File: src/hw/rtl/fbd_pkg.sv
package fbd_pkg;

  localparam int unsigned BaudW    = 32;
  localparam int unsigned ClkW     = 32;
  localparam int unsigned EffW     = 29;  // effective baud is at most clock/8
  localparam int unsigned ProdW    = 38;  // limit * baud, first limit is 255
  localparam int unsigned DivW     = 40;  // rounded dividend and divisor
  localparam int unsigned DivSteps = 40;
  localparam int unsigned CntW     = 6;
  localparam int unsigned DivisorW = 12;
  localparam int unsigned ExpW     = 4;

  // clock/8 and clock/4194304, one more halving in normal speed
  localparam int unsigned MaxShiftDs = 3;
  localparam int unsigned MaxShiftNs = 4;
  localparam int unsigned MinShiftDs = 22;
  localparam int unsigned MinShiftNs = 23;

  localparam logic signed [ExpW-1:0] ExpLow  = -4'sd7;
  localparam logic signed [ExpW-1:0] ExpHigh = 4'sd7;
  localparam logic signed [ExpW-1:0] ExpFine = -4'sd3;

  localparam logic [CntW-1:0] DivLast = CntW'(DivSteps - 1);

  localparam logic [ClkW-1:0] ClockReset = 32'd32_000_000;

  typedef enum logic {
    REG_CLOCK_HZ,
    REG_DOUBLE_SPEED
  } fbd_reg_e;

  typedef enum logic [2:0] {
    ST_IDLE,
    ST_CHECK,
    ST_SEARCH,
    ST_PREP,
    ST_DIVIDE,
    ST_FINISH
  } fbd_state_e;

  typedef struct packed {
    logic load;
    logic check;
    logic step;
    logic prep;
    logic div;
    logic finish;
  } fbd_cmd_t;

  typedef struct packed {
    logic bad;
    logic found;
    logic div_last;
  } fbd_status_t;

endpackage

File: src/hw/rtl/fbd_ctrl.sv
module fbd_ctrl (
  input  logic                clk_i,
  input  logic                rst_ni,
  input  logic                in_valid_i,
  output logic                in_ready_o,
  output logic                out_valid_o,
  input  logic                out_ready_i,
  input  fbd_pkg::fbd_status_t status_i,
  output fbd_pkg::fbd_cmd_t    cmd_o
);

  fbd_pkg::fbd_state_e state_q, state_d;
  logic                out_valid_q, out_valid_d;

  always_ff @(posedge clk_i or negedge rst_ni) begin
    if (!rst_ni) begin
      state_q     <= fbd_pkg::ST_IDLE;
      out_valid_q <= 1'b0;
    end else begin
      state_q     <= state_d;
      out_valid_q <= out_valid_d;
    end
  end

  always_comb begin
    state_d     = state_q;
    out_valid_d = out_valid_q && !out_ready_i;
    in_ready_o  = 1'b0;
    cmd_o       = '0;
    case (state_q)
      fbd_pkg::ST_IDLE: begin
        in_ready_o = 1'b1;
        if (in_valid_i) begin
          cmd_o.load = 1'b1;
          state_d    = fbd_pkg::ST_CHECK;
        end
      end
      fbd_pkg::ST_CHECK: begin
        cmd_o.check = 1'b1;
        state_d     = status_i.bad ? fbd_pkg::ST_FINISH : fbd_pkg::ST_SEARCH;
      end
      fbd_pkg::ST_SEARCH: begin
        if (status_i.found) begin
          state_d = fbd_pkg::ST_PREP;
        end else begin
          cmd_o.step = 1'b1;
        end
      end
      fbd_pkg::ST_PREP: begin
        cmd_o.prep = 1'b1;
        state_d    = fbd_pkg::ST_DIVIDE;
      end
      fbd_pkg::ST_DIVIDE: begin
        cmd_o.div = 1'b1;
        if (status_i.div_last) begin
          state_d = fbd_pkg::ST_FINISH;
        end
      end
      fbd_pkg::ST_FINISH: begin
        // wait for the output register to free up
        if (!out_valid_q || out_ready_i) begin
          cmd_o.finish = 1'b1;
          out_valid_d  = 1'b1;
          state_d      = fbd_pkg::ST_IDLE;
        end
      end
      default: begin
        state_d = fbd_pkg::ST_IDLE;
      end
    endcase
  end

  assign out_valid_o = out_valid_q;

endmodule

File: src/hw/rtl/fbd_dpath.sv
module fbd_dpath (
  input  logic                                 clk_i,
  input  logic                                 rst_ni,
  input  logic [fbd_pkg::ClkW-1:0]             clock_hz_i,
  input  logic                                 double_speed_i,
  input  logic [fbd_pkg::BaudW-1:0]            baud_rate_i,
  input  fbd_pkg::fbd_cmd_t                    cmd_i,
  output fbd_pkg::fbd_status_t                 status_o,
  output logic                                 ok_o,
  output logic [fbd_pkg::DivisorW-1:0]         divisor_o,
  output logic signed [fbd_pkg::ExpW-1:0]      scale_exp_o
);

  localparam int unsigned DivW = fbd_pkg::DivW;

  logic [fbd_pkg::BaudW-1:0]        baud_q;
  logic [fbd_pkg::EffW-1:0]         b_q;
  logic [fbd_pkg::ProdW-1:0]        prod_q;
  logic signed [fbd_pkg::ExpW-1:0]  exp_q;
  logic                             range_ok_q;
  logic [DivW-1:0]                  rem_q, dvd_q, den_q;
  logic [fbd_pkg::CntW-1:0]         cnt_q;
  logic                             ok_q;
  logic [fbd_pkg::DivisorW-1:0]     divisor_q;
  logic signed [fbd_pkg::ExpW-1:0]  scale_q;

  // range check
  logic [fbd_pkg::ClkW-1:0] rate_hi, rate_lo;
  logic                     bad;
  logic [fbd_pkg::EffW-1:0] b_eff;
  logic [fbd_pkg::ProdW-1:0] prod_init, prod_step;

  assign rate_hi = double_speed_i ? (clock_hz_i >> fbd_pkg::MaxShiftDs)
                                  : (clock_hz_i >> fbd_pkg::MaxShiftNs);
  assign rate_lo = double_speed_i ? (clock_hz_i >> fbd_pkg::MinShiftDs)
                                  : (clock_hz_i >> fbd_pkg::MinShiftNs);
  assign bad = (baud_q == '0) || (baud_q > rate_hi) || (baud_q < rate_lo);

  // normal speed works with twice the baud
  assign b_eff = double_speed_i ? baud_q[fbd_pkg::EffW-1:0]
                                : {baud_q[fbd_pkg::EffW-2:0], 1'b0};

  // limit * baud, kept incrementally: 255*b, then 2x (+b while the limit gains a one)
  assign prod_init = fbd_pkg::ProdW'({b_eff, 8'b0}) - fbd_pkg::ProdW'(b_eff);
  assign prod_step = {prod_q[fbd_pkg::ProdW-2:0], 1'b0}
                   + ((exp_q < fbd_pkg::ExpFine) ? fbd_pkg::ProdW'(b_q) : '0);

  // ratio < limit  <=>  clock < limit * baud
  assign status_o.found = (fbd_pkg::ProdW'(clock_hz_i) < prod_q) || (exp_q == fbd_pkg::ExpHigh);
  assign status_o.bad   = bad;

  // dividend and divisor of the rounded division
  logic [fbd_pkg::ClkW-1:0] diff;
  logic [2:0]               neg_sh;
  logic [3:0]               pos_sh;
  logic [DivW-1:0]          den_b, num, den, dividend;

  assign diff   = clock_hz_i - {b_q, 3'b0};
  assign neg_sh = 3'(~$unsigned(exp_q) - 4'd2);
  assign pos_sh = $unsigned(exp_q) + 4'd3;
  assign den_b  = DivW'(b_q);

  always_comb begin
    if (exp_q <= fbd_pkg::ExpFine) begin
      num = DivW'(diff) << neg_sh;
      den = den_b;
    end else if (exp_q[fbd_pkg::ExpW-1]) begin
      num = DivW'(diff);
      den = den_b << pos_sh;
    end else begin
      num = DivW'(clock_hz_i);
      den = den_b << pos_sh;
    end
  end

  assign dividend = num + (den >> 1);

  // restoring divider, one quotient bit per cycle
  logic [DivW-1:0] trial;
  logic [DivW:0]   trial_sub;
  logic            ge;

  assign trial     = {rem_q[DivW-2:0], dvd_q[DivW-1]};
  assign trial_sub = {1'b0, trial} - {1'b0, den_q};
  assign ge        = !trial_sub[DivW];

  assign status_o.div_last = (cnt_q == fbd_pkg::DivLast);

  logic [fbd_pkg::DivisorW-1:0] quo, div_val;
  assign quo     = dvd_q[fbd_pkg::DivisorW-1:0];
  assign div_val = exp_q[fbd_pkg::ExpW-1] ? quo : quo - 12'd1;

  always_ff @(posedge clk_i or negedge rst_ni) begin
    if (!rst_ni) begin
      cnt_q <= '0;
    end else if (cmd_i.prep) begin
      cnt_q <= '0;
    end else if (cmd_i.div) begin
      cnt_q <= cnt_q + 1'b1;
    end
  end

  always_ff @(posedge clk_i) begin
    if (cmd_i.load) begin
      baud_q <= baud_rate_i;
    end
    if (cmd_i.check) begin
      range_ok_q <= !bad;
      b_q        <= b_eff;
      prod_q     <= prod_init;
      exp_q      <= fbd_pkg::ExpLow;
    end
    if (cmd_i.step) begin
      prod_q <= prod_step;
      exp_q  <= exp_q + 4'sd1;
    end
    if (cmd_i.prep) begin
      rem_q <= '0;
      dvd_q <= dividend;
      den_q <= den;
    end
    if (cmd_i.div) begin
      rem_q <= ge ? trial_sub[DivW-1:0] : trial;
      dvd_q <= {dvd_q[DivW-2:0], ge};
    end
    if (cmd_i.finish) begin
      ok_q      <= range_ok_q;
      divisor_q <= range_ok_q ? div_val : '0;
      scale_q   <= range_ok_q ? exp_q : '0;
    end
  end

  assign ok_o        = ok_q;
  assign divisor_o   = divisor_q;
  assign scale_exp_o = scale_q;

endmodule

File: src/hw/rtl/fractional_baud_divisor_calc_top.sv
// Fractional baud generator setting calculator.
// Input channel (in_valid_i/in_ready_o) carries one requested baud rate per item;
// the output channel (out_valid_o/out_ready_i) returns ok, a 12-bit divisor and a
// signed scale exponent. clock_hz and double_speed sit in an APB register file
// (0x0 and 0x4); write them only while no item is in flight.
// Flow: one item at a time. After acceptance a range check runs, then the exponent
// search (one limit compare per cycle), a setup step, the restoring divider with one
// quotient bit per cycle, and a last step that loads the output register. A rejected
// rate goes from the range check straight to loading the output register. The next
// item is taken the cycle after the result is loaded, even while that result still
// waits in the output register.
// Stall: a finished item waits until the output register frees up.
// Reset: clock_hz returns to 32000000, double_speed to 0, the block goes idle and
// drops out_valid_o.
module fractional_baud_divisor_calc_top (
  input  logic                                clk_i,
  input  logic                                rst_ni,
  input  logic                                psel,
  input  logic                                penable,
  input  logic                                pwrite,
  input  logic [2:0]                          paddr,
  input  logic [31:0]                         pwdata,
  output logic [31:0]                         prdata,
  output logic                                pready,
  input  logic                                in_valid_i,
  output logic                                in_ready_o,
  input  logic [fbd_pkg::BaudW-1:0]           baud_rate_i,
  output logic                                out_valid_o,
  input  logic                                out_ready_i,
  output logic                                ok_o,
  output logic [fbd_pkg::DivisorW-1:0]        divisor_o,
  output logic signed [fbd_pkg::ExpW-1:0]     scale_exp_o
);

  logic [fbd_pkg::ClkW-1:0] clock_hz_q, clock_hz_d;
  logic                     double_speed_q, double_speed_d;
  logic                     wr_en;
  fbd_pkg::fbd_reg_e        reg_sel;

  assign pready  = 1'b1;
  assign wr_en   = psel && penable && pwrite && pready;
  assign reg_sel = fbd_pkg::fbd_reg_e'(paddr[2]);

  always_comb begin
    clock_hz_d     = clock_hz_q;
    double_speed_d = double_speed_q;
    if (wr_en) begin
      case (reg_sel)
        fbd_pkg::REG_CLOCK_HZ:     clock_hz_d     = pwdata;
        fbd_pkg::REG_DOUBLE_SPEED: double_speed_d = pwdata[0];
        default: ;
      endcase
    end
  end

  always_comb begin
    case (reg_sel)
      fbd_pkg::REG_CLOCK_HZ:     prdata = clock_hz_q;
      fbd_pkg::REG_DOUBLE_SPEED: prdata = {31'b0, double_speed_q};
      default:                   prdata = '0;
    endcase
  end

  always_ff @(posedge clk_i or negedge rst_ni) begin
    if (!rst_ni) begin
      clock_hz_q     <= fbd_pkg::ClockReset;
      double_speed_q <= 1'b0;
    end else begin
      clock_hz_q     <= clock_hz_d;
      double_speed_q <= double_speed_d;
    end
  end

  fbd_pkg::fbd_cmd_t    cmd;
  fbd_pkg::fbd_status_t status;

  fbd_ctrl u_ctrl (
    .clk_i       (clk_i),
    .rst_ni      (rst_ni),
    .in_valid_i  (in_valid_i),
    .in_ready_o  (in_ready_o),
    .out_valid_o (out_valid_o),
    .out_ready_i (out_ready_i),
    .status_i    (status),
    .cmd_o       (cmd)
  );

  fbd_dpath u_dpath (
    .clk_i          (clk_i),
    .rst_ni         (rst_ni),
    .clock_hz_i     (clock_hz_q),
    .double_speed_i (double_speed_q),
    .baud_rate_i    (baud_rate_i),
    .cmd_i          (cmd),
    .status_o       (status),
    .ok_o           (ok_o),
    .divisor_o      (divisor_o),
    .scale_exp_o    (scale_exp_o)
  );

endmodule

File: config.mk
export PLATFORM = sky130hd
export DESIGN_NAME = fractional_baud_divisor_calc_top
export DESIGN_NICKNAME = d
export VERILOG_FILES = /design/src/hw/rtl/fbd_pkg.sv /design/src/hw/rtl/fbd_ctrl.sv /design/src/hw/rtl/fbd_dpath.sv /design/src/hw/rtl/fractional_baud_divisor_calc_top.sv
export SDC_FILE = /design/constraint.sdc
export NUM_CORES = 1
export LEC_CHECK = 0
export BUFFER_PORTS_ARGS = -buffer_cell sky130_fd_sc_hd__buf_2
export CORE_ASPECT_RATIO = 1.5
export CORE_MARGIN = 2
export CORE_UTILIZATION = 60
export DETAILED_ROUTE_END_ITERATION = 6
export GPL_ROUTABILITY_DRIVEN = 0
export PLACE_DENSITY = 0.78
export SYNTH_ARGS = -nofsm -noshare
export SYNTH_HDL_FRONTEND = slang
export SYNTH_SLANG_ARGS = --single-unit
File: constraint.sdc
create_clock -name clk_i -period 8 [get_ports clk_i]
set_input_delay 1.2 -clock clk_i [delete_from_list [all_inputs] [get_ports clk_i]]
set_output_delay 1.2 -clock clk_i [all_outputs]
set_load 0.1 [all_outputs]
Word-level counts from Yosys, hierarchy flattened
Index checks and enable logic that the tools add are counted.
- register bits: 283
- output and inout bits: 52
- logic and storage cells: 102
- add/subtract/negate cells: 10
- $lt $le $gt $ge: 5
- eq/ne operators: 11
- shift operators: 2
- mux-type cells: 38
- bitwise gates (word level): 2
- reductions and logical operators: 18
- operators by type and width (cell ; count):
    two-way mux 40 bit ; 4
    two-way mux 39 bit ; 3
    two-way mux 29 bit ; 3
    two-way mux 38 bit ; 2
    one-hot mux 32 bit (2 select lines) ; 1
    subtractor 40 x 40 -> 41 bit ; 1
    adder 40 x 39 -> 40 bit ; 1
    left shift 29 x 4 -> 40 bit ; 1
    left shift 32 x 3 -> 40 bit ; 1
    adder 38 bit ; 1
    < comparator 32 x 38 -> 1 bit ; 1
    subtractor 37 x 29 -> 38 bit ; 1
    greater-than comparator 32 bit ; 1
    zero test 32 bit ; 1
    < comparator 32 bit ; 1
    two-way mux 32 bit ; 1
    subtractor 32 bit ; 1
    one-hot mux 3 bit (6 select lines) ; 1
    two-way mux 3 bit ; 5
    two-way mux 1 bit ; 12
    two-way mux 12 bit ; 1
    two-way mux 6 bit ; 2
    subtractor 12 x 1 -> 12 bit, second input constant ; 1
    two-way mux 10 bit ; 1
    other kinds (22) ; 38

Longest topological paths before layout
Gate-level depths: netlist of run 1.
- word-level depth: 7
- mapped depth: 29
- depth with buffers taken out: 26

Hierarchy
From an unflattened synthesis of run 1, not the netlist that was laid out.
- cells, all modules: 2808
- area total of the unflattened synthesis: 25607.1 sq um
- by module, submodules not included (module ; times used ; cells an instance ; area each (sq um) ; sequential area each (sq um)):
    fbd_dpath ; 1 ; 2670 ; 23717.7 ; 7357.1
    fractional_baud_divisor_calc_top ; 1 ; 108 ; 1610.3 ; 834.6
    fbd_ctrl ; 1 ; 30 ; 279.0 ; 100.1

Worst setup path before layout of run 1
OpenSTA, ideal clock, no wires.
- kind: flip-flop to flip-flop
- start point: register u_dpath.exp_q[0] (netlist bit)
- end point: register u_dpath.dvd_q[35], data pin
- setup time: 270 ps
- data arrival time: 6167 ps
- slack: 1562 ps
- cell stages (with the launch flop): 28
- buffers on the path: 7
- period minus slack after synthesis: 6438 ps
- cells stage by stage: edfxtp_1 > clkbuf_1 > buf_2 > inv_1 > buf_1 > clkbuf_1 > ha_1 > clkbuf_1 > clkbuf_1 > buf_1 > mux2i_1 > mux2i_1 > nand2_1 > o21ai_0 > a211oi_1 > a21oi_1 > ha_1 > a211oi_1 > o211ai_1 > a32oi_1 > o21a_1 > o311ai_1 > or4_1 > a41o_1 > o31ai_2 > nor3_1 > xor2_1 > a21oi_1
- longest elaborated chain between the ends: 7
- elaborated cells between the ends (all ways): 11
- classes of those cells: add/sub (3); order compare (1); shift (2); mux (4); bitwise (1)
- ends and longest elaborated chain (what ; RTL line ; text):
    start, declared ; fbd_dpath.sv:19 ; logic signed [fbd_pkg::ExpW-1:0] exp_q;
    start signal, assigned ; fbd_dpath.sv:111 ; exp_q <= fbd_pkg::ExpLow;
    start signal, assigned ; fbd_dpath.sv:115 ; exp_q <= exp_q + 4'sd1;
    inverter 3 bit ; fbd_dpath.sv:59 ; assign neg_sh = 3'(~$unsigned(exp_q) - 4'd2);
    subtractor 3 x 2 -> 3 bit ; fbd_dpath.sv:59 ;
    net u_dpath.neg_sh[0] ; fbd_dpath.sv:54 ; logic [2:0] neg_sh;
    left shift 32 x 3 -> 40 bit ; fbd_dpath.sv:65 ; num = DivW'(diff) << neg_sh;
    two-way mux 40 bit ; fbd_dpath.sv:64 ; if (exp_q <= fbd_pkg::ExpFine) begin
    adder 40 x 39 -> 40 bit ; fbd_dpath.sv:76 ; assign dividend = num + (den >> 1);
    two-way mux 40 bit ; fbd_dpath.sv:117 ; if (cmd_i.prep) begin
    two-way mux 40 bit ; fbd_dpath.sv:122 ; if (cmd_i.div) begin
    end signal, assigned ; fbd_dpath.sv:119 ; dvd_q <= dividend;
    end signal, assigned ; fbd_dpath.sv:124 ; dvd_q <= {dvd_q[DivW-2:0], ge};
    end, declared ; fbd_dpath.sv:21 ; logic [DivW-1:0] rem_q, dvd_q, den_q;
The timed path passes the listed nets, and every way through them passes these cells. The select of a mux whose other input is x is not followed.
A chain may end at the register's enable or synchronous reset.

Final worst setup path of run 1
- start point: register u_dpath.exp_q[1] (netlist bit)
- end point: register u_dpath.dvd_q[35], data pin
- elaborated cells between the ends (all ways): 11
- classes of those cells: add/sub (3); order compare (1); shift (2); mux (4); bitwise (1)
- RTL lines (what ; RTL line ; text):
    adder 4 x 2 -> 4 bit ; fbd_dpath.sv:60 ; assign pos_sh = $unsigned(exp_q) + 4'd3;
    left shift 29 x 4 -> 40 bit ; fbd_dpath.sv:69, fbd_dpath.sv:72 ;
    two-way mux 40 bit * ; fbd_dpath.sv:64 ;
    net u_dpath.den[2] ; fbd_dpath.sv:56 ; logic [DivW-1:0] den_b, num, den, dividend;
    adder 40 x 39 -> 40 bit * ; fbd_dpath.sv:76 ;
    two-way mux 40 bit * ; fbd_dpath.sv:117 ;
    two-way mux 40 bit * ; fbd_dpath.sv:122 ;
The timed path passes the listed nets; every way through them passes the cells marked *. The select of a mux whose other input is x is not followed.

==> flow_summary.json, run 1 <==
{
  "post_drt_wl_per_cell_um": 21.5,
  "yosys-top-cells-count": "290 x nand2_1, 260 x a21oi_1, 240 x edfxtp_1, 226 x ha_1, 197 x nor2_1",
  "period_share": 0.823,
  "ys.flop_type": "edfxtp_1",
  "finalSetupViolations": 0,
  "viasPerCell": 6.58,
  "clk_pin_slew_ps": 70,
  "worstHoldPathType": "reg2reg",
  "critPathMaxFanout": 32,
  "yosysTopAreaCellShare": 0.284,
  "die_h_um": 256,
  "p_leak_nw": 11.9,
  "finalPower_mw": 13.0,
  "fin_tns_setup_ps": 0,
  "grt_pass1_wl_mm": 117,
  "whs_ps": 502,
  "first_pass_iters": 5,
  "ctsResizeCount": 0,
  "num_rows": 92,
  "hold_viol_final": 0,
  "ys_seq_area_frac": 0.327,
  "rsz0062_at_grt": "false",
  "clk_path_buf_depth": 3,
  "powerDensity_mw_per_mm2": 473,
  "io_pins": 126,
  "nets": 3208,
  "maxSlewViolCount": 0,
  "areaGrowthSynthToFinish_pct": 8.57,
  "worst_slew_pin_slew_ps": 1240,
  "clockRootBuffer": "clkbuf_16",
  "async_flop_share": 0.152,
  "utilization": 0.657,
  "clock_latency_ps": 580,
  "dp_hpwl_mm": 56.9,
  "synthCells": 2851,
  "status": "finished, final reports clean",
  "synth.most_common_cell": "nand2_1",
  "crit_type": "reg2reg",
  "cts_tree": "yes",
  "netlist_area_sq_mm": 0.0254,
  "routed_wl_mm": 75.1,
  "ant_nets": 0,
  "num_antenna_cells": 0,
  "multi_input_area_sq_mm": 0.0160,
  "synth_area_leaders": "edfxtp_1 28%, ha_1 11%, a21oi_1 5.1%",
  "vdd_ir_drop_max_v": 0.000298,
  "num-fill-cells": 3373,
  "worstPathRequired_ps": 8290,
  "overflow": 0,
  "die-area_sq_mm": 0.0440,
  "critPathArrivalTime_ps": 6880,
  "num_vias": 22950,
  "clock-skew-final_ps": 13.5,
  "min_period_ps": 6580,
  "cap_viol_max_count": 0,
  "drcViolationCount": 0,
  "synth_cell_types": 101,
  "drt_iter0_markers": 2048,
  "layout-drive-gt1-share": 0.117,
  "cp-end-kind": "register",
  "synth_enable_flop_cells": 240,
  "slew_headroom": 0.174,
  "coreArea_sq_mm": 0.0419,
  "htree_levels": 1,
  "synth_area_per_cell_sq_um": 8.90,
  "grt_max_degree": 89,
  "clock-sinks": 283,
  "critPathLaunchType": "register",
  "fmax_mhz": 152,
  "port_buffers": 122,
  "yosys.area.top_type": "edfxtp_1",
  "grtUsageTotal": 0.340,
  "grt_pass1_vias": 23051,
  "synth_nets": 3155,
  "synth-seq-cells": 283,
  "die_w_um": 172,
  "start_util": 0.606,
  "antenna_found_initial": 1,
  "cts_inserted_buffers": 29,
  "synth_warnings": 0,
  "ctsHoldBuffers": 0,
  "regArea_sq_mm": 0.00829,
  "cts_setup_buffers": 0
}
[routing by layer]
layer	vias to the layer above	share of wire	track usage
met5	-	0.00024	0
met4	2	0.092	0.265
met3	379	0.068	0.0574
met2	1055	0.50	0.602
met1	10884	0.34	0.349
li1	10630	-	-
[state kept, by name (all words and copies together), names as in the netlist, 6 cells and up]
signal and flops:
u_dpath.prod_q 38, u_dpath.b_q 29, u_dpath.divisor_o 12, u_dpath.rem_q 39, clock_hz_q 32, u_dpath.den_q 40, u_dpath.cnt_q 6, u_dpath.dvd_q 40
u_dpath.baud_q 32
[report_power, final]
part / internal (mW) / total, mW / switching [mW]
Combinational: 3.29 / 8.57 / 5.28
Sequential: 2.43 / 2.92 / 0.492
Clock: 0.923 / 1.54 / 0.613
Total: 6.64 / 13.0 / 6.38
[metrics by stage]
stage	worst slack [ps]	instance area (sq um)	instances
final	1420	27500	3490
after detailed placement	1650	26500	3437
after global placement	1800	26500	3437
after global routing	1050	27500	3490
after floorplan	1560	25400	2851
after CTS	1640	27500	3490
[path summary, 6_finish.rpt]
kind | from | cells past startpoint | to | slack [ps]
setup / recovery | u_dpath.exp_q[1]$_SDFFCE_PN0P_ | 19 | u_dpath.dvd_q[35]$_DFFE_PP_ | 1420
hold / removal | u_dpath.cnt_q[5]$_DFFE_PN0P_ | 1 | u_dpath.cnt_q[5]$_DFFE_PN0P_ | 500
setup reg to reg | u_dpath.exp_q[1]$_SDFFCE_PN0P_ | 19 | u_dpath.dvd_q[35]$_DFFE_PP_ | 1420
hold reg to reg | u_dpath.cnt_q[5]$_DFFE_PN0P_ | 1 | u_dpath.cnt_q[5]$_DFFE_PN0P_ | 500
max in group asynchronous | rst_ni | 2 | double_speed_q$_DFFE_PN0P_ | 6770
min in group asynchronous | rst_ni | 2 | u_dpath.cnt_q[0]$_DFFE_PN0P_ | 700
[cell families (layout without fill, tap and decap cells)]
| kind of cell | after synthesis | count (layout) | synth area share |
|---|---|---|---|
| compound gates | 825 | 825 | 0.208 |
| xor+xnor | 161 | 161 | 0.0556 |
| fa+ha+maj | 230 | 230 | 0.115 |
| buf+inv | 306 | 381 | 0.0463 |
| flops | 283 | 283 | 0.327 |
| mux | 171 | 171 | 0.0805 |
| other cells | 1 | 1 | 0.000148 |
| simple gates | 874 | 874 | 0.168 |
[worst max-delay path, stage by stage, from the launching register on]
cell and delay [ps]:
edfxtp_1 670, inv_1 200, ha_1 460, buf_4 410, inv_1 310, nor3_1 250, a21oi_1 120, o31ai_1 840
ha_1 380, a211oi_1 350, o211ai_1 200, a32oi_1 320, o21a_1 250, o311ai_1 210, or4_1 550, a41o_1 280
o31ai_2 100, nor3_1 140, xor2_1 150, a21oi_1 80
[cell usage in the layout (no fill, tap or decap), types with 30 or more instances in the layout]
cell      count
and3_1       51
buf_2       122
a21oi_1     260
inv_1       175
nor2b_1      52
xor2_1       70
nand2_1     289
nor2_1      194
a211oi_1     33
nand2b_1     34
ha_1        226
and2_1       30
nor3_1       48
a21o_1       81
xnor2_1      87
nand3_1      54
mux2_2       53
mux2i_1      96
edfxtp_1    240
o21ai_0     174
nand4_1      41
dfrtp_1      35
[cell type report]
| class | instances | share of cell area |
|---|---|---|
| clock buffer | 32 | 0.0278 |
| clock inverter | 21 | 0.0114 |
| inverter | 177 | 0.0241 |
| multi-input combinational | 2262 | 0.580 |
| sequential | 283 | 0.301 |
| tap | 564 | 0.0256 |
| timing repair buffer | 151 | 0.0301 |
Power figures use the tool's default switching activity.
==> run 2, diff against run 1 <==
Settings changed: ABC_AREA set to 1, CORE_UTILIZATION 60 to 58, PLACE_DENSITY 0.78 to 0.79.
Clock period 8 ns to 5.7 ns, I/O delays scaled along.
==> run 2 against run 1 <==
  * Sequential power up 35%
  * Synthesized cell count grew 23%
  * Clock power rose by 31%
  * Combinational power grew 35%
  * Cell area grew 1.5%
  * Largest cell class unchanged
==> flow_summary.json, run 2 <==
{
  "status": "finished, final reports clean",
  "ys_seq_area_frac": 0.322,
  "setup_slack_ps": 438,
  "finalSetupViolations": 0,
  "synth_warnings": 0,
  "ctsResizeCount": 0,
  "grt_max_degree": 95,
  "critPathArrivalTime_ps": 5600,
  "critPathTopFamily": "simple AND/OR/NAND/NOR gates",
  "r2r_start": "clock_hz_q[3]$_DFFE_PN0P_",
  "period_share": 0.923,
  "worstHoldPathType": "in2async",
  "cp_slowest_stage_delay_ps": 420,
  "grtUsageTotal": 0.349,
  "first_pass_iters": 7,
  "drt_iter0_markers": 2419,
  "htree_levels": 1,
  "routed_wl_mm": 81.8,
  "num_vias": 25094,
  "netlist_area_sq_mm": 0.0258,
  "instances_no_fill": 4201,
  "crit_type": "reg2reg",
  "p_leak_nw": 13.1,
  "dp_hpwl_mm": 64.9,
  "layout_common_cells": "742 x nand2_1, 457 x inv_1, 342 x nor2_1",
  "hold_viol_final": 0,
  "reg_top3": "u_dpath.den_q: 40 flops, u_dpath.dvd_q: 40 flops, u_dpath.rem_q: 39 flops",
  "ctsHoldBuffers": 0,
  "yosysTopAreaCellShare": 0.280,
  "synthCells": 3511,
  "start_util": 0.588,
  "crit_top_cell": "nand3_1",
  "rrSetupSlack_ps": 440,
  "fmax_mhz": 190,
  "ys.flop_type": "edfxtp_1",
  "maxSlewViolCount": 0,
  "worstPathRequired_ps": 6040,
  "cts_tree": "yes",
  "finalPower_mw": 17.5,
  "post_drt_wl_per_cell_um": 19.5,
  "areaGrowthSynthToFinish_pct": 8.49,
  "nets": 3905,
  "cts_inserted_buffers": 30,
  "io_pins": 126,
  "synth_area_per_cell_sq_um": 7.34,
  "post_dp_cell_area_sq_mm": 0.0270,
  "viasPerCell": 5.97,
  "synth.most_common_cell": "nand2_1",
  "final_area_sq_mm": 0.0280,
  "clock-sinks": 283,
  "num-fill-cells": 3932,
  "ant_nets": 0,
  "clock_latency_ps": 630,
  "async_flop_share": 0.152,
  "cpMaxStageDelayCell": "dfrtp_1",
  "port_buffers": 122,
  "cap_viol_max_count": 0,
  "grt_pass1_vias": 24479,
  "synth_area_leaders": "edfxtp_1 28%, ha_1 11%, nand2_1 11%",
  "worstRegToRegCells": 28,
  "num_antenna_cells": 0,
  "critPathMaxFanout": 6,
  "synth-seq-cells": 283,
  "antenna_found_initial": 0,
  "slew_headroom": 0.114,
  "layout-drive-gt1-share": 0.0971,
  "synth_nets": 3815,
  "yosys.area.top_type": "edfxtp_1",
  "final_common_cell": "nand2_1",
  "die_h_um": 262,
  "clock-skew-final_ps": 51.3,
  "clk_pin_slew_ps": 70,
  "coreArea_sq_mm": 0.0439,
  "r2r-end": "u_dpath.dvd_q[37]$_DFFE_PP_",
  "cts_setup_buffers": 0,
  "critical_path_buf_inv_count": 4,
  "num_rows": 94,
  "powerDensity_mw_per_mm2": 626,
  "vdd_ir_drop_max_v": 0.000329,
  "whs_ps": 337,
  "synth_enable_flop_cells": 240,
  "dpl.cell_count": 4145,
  "clk_path_buf_depth": 3,
  "die-area_sq_mm": 0.0462,
  "utilization": 0.638,
  "clockRootBuffer": "clkbuf_16",
  "critPathLaunchType": "register",
  "fin_tns_setup_ps": 0,
  "cp-end-kind": "register",
  "min_period_ps": 5260,
  "grt_pass1_wl_mm": 126,
  "place_ws_ps": 645,
  "die_w_um": 176,
  "worst_slew_pin_slew_ps": 1310,
  "rsz0062_at_grt": "false",
  "synth_cell_types": 72,
  "overflow": 0,
  "yosys-top-cells-count": "745 x nand2_1, 457 x inv_1, 344 x nor2_1, 333 x o21ai_0, 306 x a21oi_1",
  "drcViolationCount": 0
}
==> run 2: changes by cell type after synthesis, moves of 47 or more <==
cell     delta
nand2_1   +455
inv_1     +281
o21ai_0   +158
nor2_1    +147
a21o_1     -62
mux2i_1    -62
mux2_2     -53
nor2b_1    -52
nand3_1    +49
and3_1     -47
==> run 2: cell families after synthesis <==
family,Yosys count,synth area share
compound gates,853,0.184
mux,34,0.0132
flops,283,0.322
simple gates,1393,0.232
xor+xnor,139,0.0472
other cells,1,0.000145
buf+inv,578,0.0886
fa+ha+maj,230,0.113
==> run 2: worst register-to-register path: cells and delay by family (launching register included) <==
| family | cells | cell delay, ps |
|---|---|---|
| simple gates | 15 | 1760 |
| compound gates | 5 | 1240 |
| fa+ha+maj | 3 | 1030 |
| flops | 1 | 420 |
| buf+inv | 4 | 370 |
| xor+xnor | 1 | 170 |
==> run 2: cell type report <==
| type | instances | area [sq um] | area share |
|---|---|---|---|
| timing repair buffer | 162 | 923 | 0.0330 |
| clock buffer | 40 | 798 | 0.0285 |
| sequential | 283 | 8290 | 0.296 |
| clock inverter | 16 | 203 | 0.00725 |
| inverter | 474 | 1780 | 0.0636 |
| multi-input combinational | 2650 | 15300 | 0.545 |
| tap | 576 | 721 | 0.0258 |
==> run 2: routing by layer <==
metal  wire length (um)  track usage  vias up  part of all wire
li1                   -            -    12087                 -
met5                  0            0        -                 0
met2              39500        0.603     1099              0.48
met3               5380       0.0490      409             0.066
met1              28000        0.362    11499              0.34
met4               8970        0.316        0              0.11
==> run 2: how the worst max path moves through the flow <==
stage	slack (ps)	start	to	cells past startpoint
after floorplan	720	u_dpath.exp_q[0]$_SDFFCE_PN1P_	u_dpath.dvd_q[37]$_DFFE_PP_	29
after global placement	710	clock_hz_q[3]$_DFFE_PN0P_	u_dpath.dvd_q[37]$_DFFE_PP_	28
after detailed placement	640	clock_hz_q[3]$_DFFE_PN0P_	u_dpath.dvd_q[37]$_DFFE_PP_	28
after CTS	610	clock_hz_q[3]$_DFFE_PN0P_	u_dpath.dvd_q[37]$_DFFE_PP_	28
after global routing	160	clock_hz_q[3]$_DFFE_PN0P_	u_dpath.dvd_q[37]$_DFFE_PP_	28
final	440	clock_hz_q[3]$_DFFE_PN0P_	u_dpath.dvd_q[37]$_DFFE_PP_	28
==> run 2: power breakdown <==
group | leakage, nW | internal (mW) | switching (mW) | total (mW)
combinational | 9.88 | 3.78 | 7.78 | 11.6
sequential | 2.72 | 3.40 | 0.532 | 3.93
clock | 0.478 | 1.13 | 0.879 | 2.01
total | 13.1 | 8.31 | 9.19 | 17.5
==> run 3, diff against run 2 <==
--- a/config.mk
+++ b/config.mk
@@ -10,8 +10,9 @@
 export CORE_ASPECT_RATIO = 1.5
 export CORE_MARGIN = 2
-export CORE_UTILIZATION = 58
+export CORE_UTILIZATION = 59
+export CTS_BUF_LIST = sky130_fd_sc_hd__clkbuf_4 sky130_fd_sc_hd__clkbuf_8
 export DETAILED_ROUTE_END_ITERATION = 6
 export GPL_ROUTABILITY_DRIVEN = 0
-export PLACE_DENSITY = 0.79
+export PLACE_DENSITY = 0.8
 export SYNTH_ARGS = -nofsm -noshare
 export SYNTH_HDL_FRONTEND = slang
==> constraint.sdc (replaced) <==
create_clock -name clk_i -period 5.7 [get_ports clk_i]
set_input_delay 1.14 -clock clk_i [delete_from_list [all_inputs] [get_ports clk_i]]
set_output_delay 1.14 -clock clk_i [all_outputs]
set_load 0.1 [all_outputs]
==> run 3 against run 2 <==
  * Routed wire length barely moved
  * Die area fell by 1.7%
  * Via count rose by 1.2%
  * Register-to-register slack barely moved
  * Fmax barely moved
  * Combinational power barely moved
  * Cell area fell by 0.25%
  * Highest routed layer unchanged
==> flow_summary.json, run 3 (synthesis gave the netlist of run 2 again) <==
{
  "grt_pass1_wl_mm": 127,
  "grt_busiest_layer": "met2",
  "worst_slew_pin_slew_ps": 1170,
  "routed_wl_mm": 81.8,
  "final_common_cell": "nand2_1",
  "num_vias": 25403,
  "die_h_um": 260,
  "critPathMaxFanout": 6,
  "io_pins": 126,
  "clk_path_buf_depth": 3,
  "fmax_mhz": 190,
  "use_met2": 0.631,
  "htree_levels": 2,
  "status": "finished, final reports clean",
  "start_util": 0.599,
  "instances_no_fill": 4222,
  "nets": 3918,
  "grt_use_met1": 0.368,
  "cp-end-kind": "register",
  "ant_nets": 0,
  "grt_max_degree": 99,
  "post_drt_wl_per_cell_um": 19.4,
  "min_period_ps": 5260,
  "critPathArrivalTime_ps": 5630,
  "coreArea_sq_mm": 0.0431,
  "dpl.cell_count": 4136,
  "layout-drive-gt1-share": 0.104,
  "areaGrowthSynthToFinish_pct": 8.22,
  "rsz0062_at_grt": "false",
  "whs_ps": 525,
  "cp_slowest_stage_delay_ps": 430,
  "num-fill-cells": 3871,
  "clock-skew-final_ps": 60.9,
  "hold_viol_final": 0,
  "die-area_sq_mm": 0.0454,
  "viasPerCell": 6.02,
  "critPathLaunchType": "register",
  "clock_latency_ps": 650,
  "grt_pass1_vias": 25060,
  "met3_usage": 0.0551,
  "grtUsageTotal": 0.358,
  "antenna_found_initial": 1,
  "die_w_um": 175,
  "p_leak_nw": 13.1,
  "first_pass_iters": 7,
  "clock-sinks": 283,
  "worstPathRequired_ps": 6070,
  "clockRootBuffer": "clkbuf_8",
  "maxSlewViolCount": 0,
  "reg_top3": "u_dpath.den_q: 40 flops, u_dpath.dvd_q: 40 flops, u_dpath.rem_q: 39 flops",
  "drcViolationCount": 0,
  "layout_common_cells": "742 x nand2_1, 457 x inv_1, 342 x nor2_1",
  "period_share": 0.923,
  "worstHoldPathType": "reg2reg",
  "drt_iter0_markers": 2738,
  "cts_inserted_buffers": 46,
  "port_buffers": 122,
  "crit_type": "reg2reg",
  "place_ws_ps": 558,
  "cts_tree": "yes",
  "cpMaxStageDelayCell": "dfrtp_1",
  "setup_slack_ps": 441,
  "dp_hpwl_mm": 64.3,
  "finalSetupViolations": 0,
  "critPathTopFamily": "simple AND/OR/NAND/NOR gates",
  "critical_path_buf_inv_count": 4,
  "vdd_ir_drop_max_v": 0.000286,
  "cap_viol_max_count": 0,
  "overflow": 0,
  "powerDensity_mw_per_mm2": 623,
  "crit_top_cell": "nand3_1",
  "fin_tns_setup_ps": 0,
  "cts_setup_buffers": 0,
  "slew_headroom": 0.209,
  "num_rows": 93,
  "clk_pin_slew_ps": 60
}
==> run 3: what timing repair did <==
item	in CTS	in global routing
hold endpoints to repair	0	0
resized for setup	0	1
endpoints found under the setup margin	0	2
hold buffers	0	0
==> run 3: worst paths after layout <==
| kind | startpoint | to | slack (ps) | cells after the start |
|---|---|---|---|---|
| setup / recovery | clock_hz_q[3]$_DFFE_PN0P_ | u_dpath.dvd_q[37]$_DFFE_PP_ | 440 | 28 |
| hold / removal | u_dpath.dvd_q[36]$_DFFE_PP_ | u_dpath.dvd_q[37]$_DFFE_PP_ | 520 | 2 |
| setup reg to reg | clock_hz_q[3]$_DFFE_PN0P_ | u_dpath.dvd_q[37]$_DFFE_PP_ | 440 | 28 |
| hold reg to reg | u_dpath.dvd_q[36]$_DFFE_PP_ | u_dpath.dvd_q[37]$_DFFE_PP_ | 520 | 2 |
| max in group asynchronous | rst_ni | u_dpath.cnt_q[0]$_DFFE_PN0P_ | 4570 | 2 |
| min in group asynchronous | rst_ni | clock_hz_q[2]$_DFFE_PN0P_ | 590 | 2 |
==> run 3: final cells by class <==
cell class / count / area, sq um / area share
Sequential cell: 283 / 8290 / 0.297
Clock inverter: 29 / 233 / 0.00834
Antenna cell: 1 / 2.50 / 0.0000897
Tap cell: 570 / 713 / 0.0256
Timing Repair Buffer: 159 / 901 / 0.0323
Clock buffer: 56 / 727 / 0.0261
Multi-Input combinational cell: 2650 / 15300 / 0.547
Inverter: 474 / 1780 / 0.0638
==> run 3: metal layers <==
layer	wire length, um	vias up
li1	-	12142
met1	28000	11587
met2	39900	1247
met3	5810	427
met4	8110	0
met5	0	-
==> run 3: power by group <==
part           switching (mW)  total, mW  leakage (nW)  internal, mW
clock network           0.889       1.88         0.509         0.994
registers               0.559       3.96          2.72          3.40
logic                    7.76       11.5          9.87          3.77
total                    9.21       17.4          13.1          8.17
==> run 3: metrics by stage <==
stage          area, sq um  total power [mW]   util
2_1_floorplan        25800              12.4      -
3_3_place_gp         26900              15.0  0.626
3_5_place_dp         26900              15.1  0.626
4_1_cts              27900              17.1  0.648
5_1_grt              27900              18.7  0.648
6_report             27900              17.4  0.648
==> run 3: worst min-delay path, stage by stage (launching register included) <==
cell      delay [ps]
edfxtp_1         330
nand2_1           50
nand2_1           50
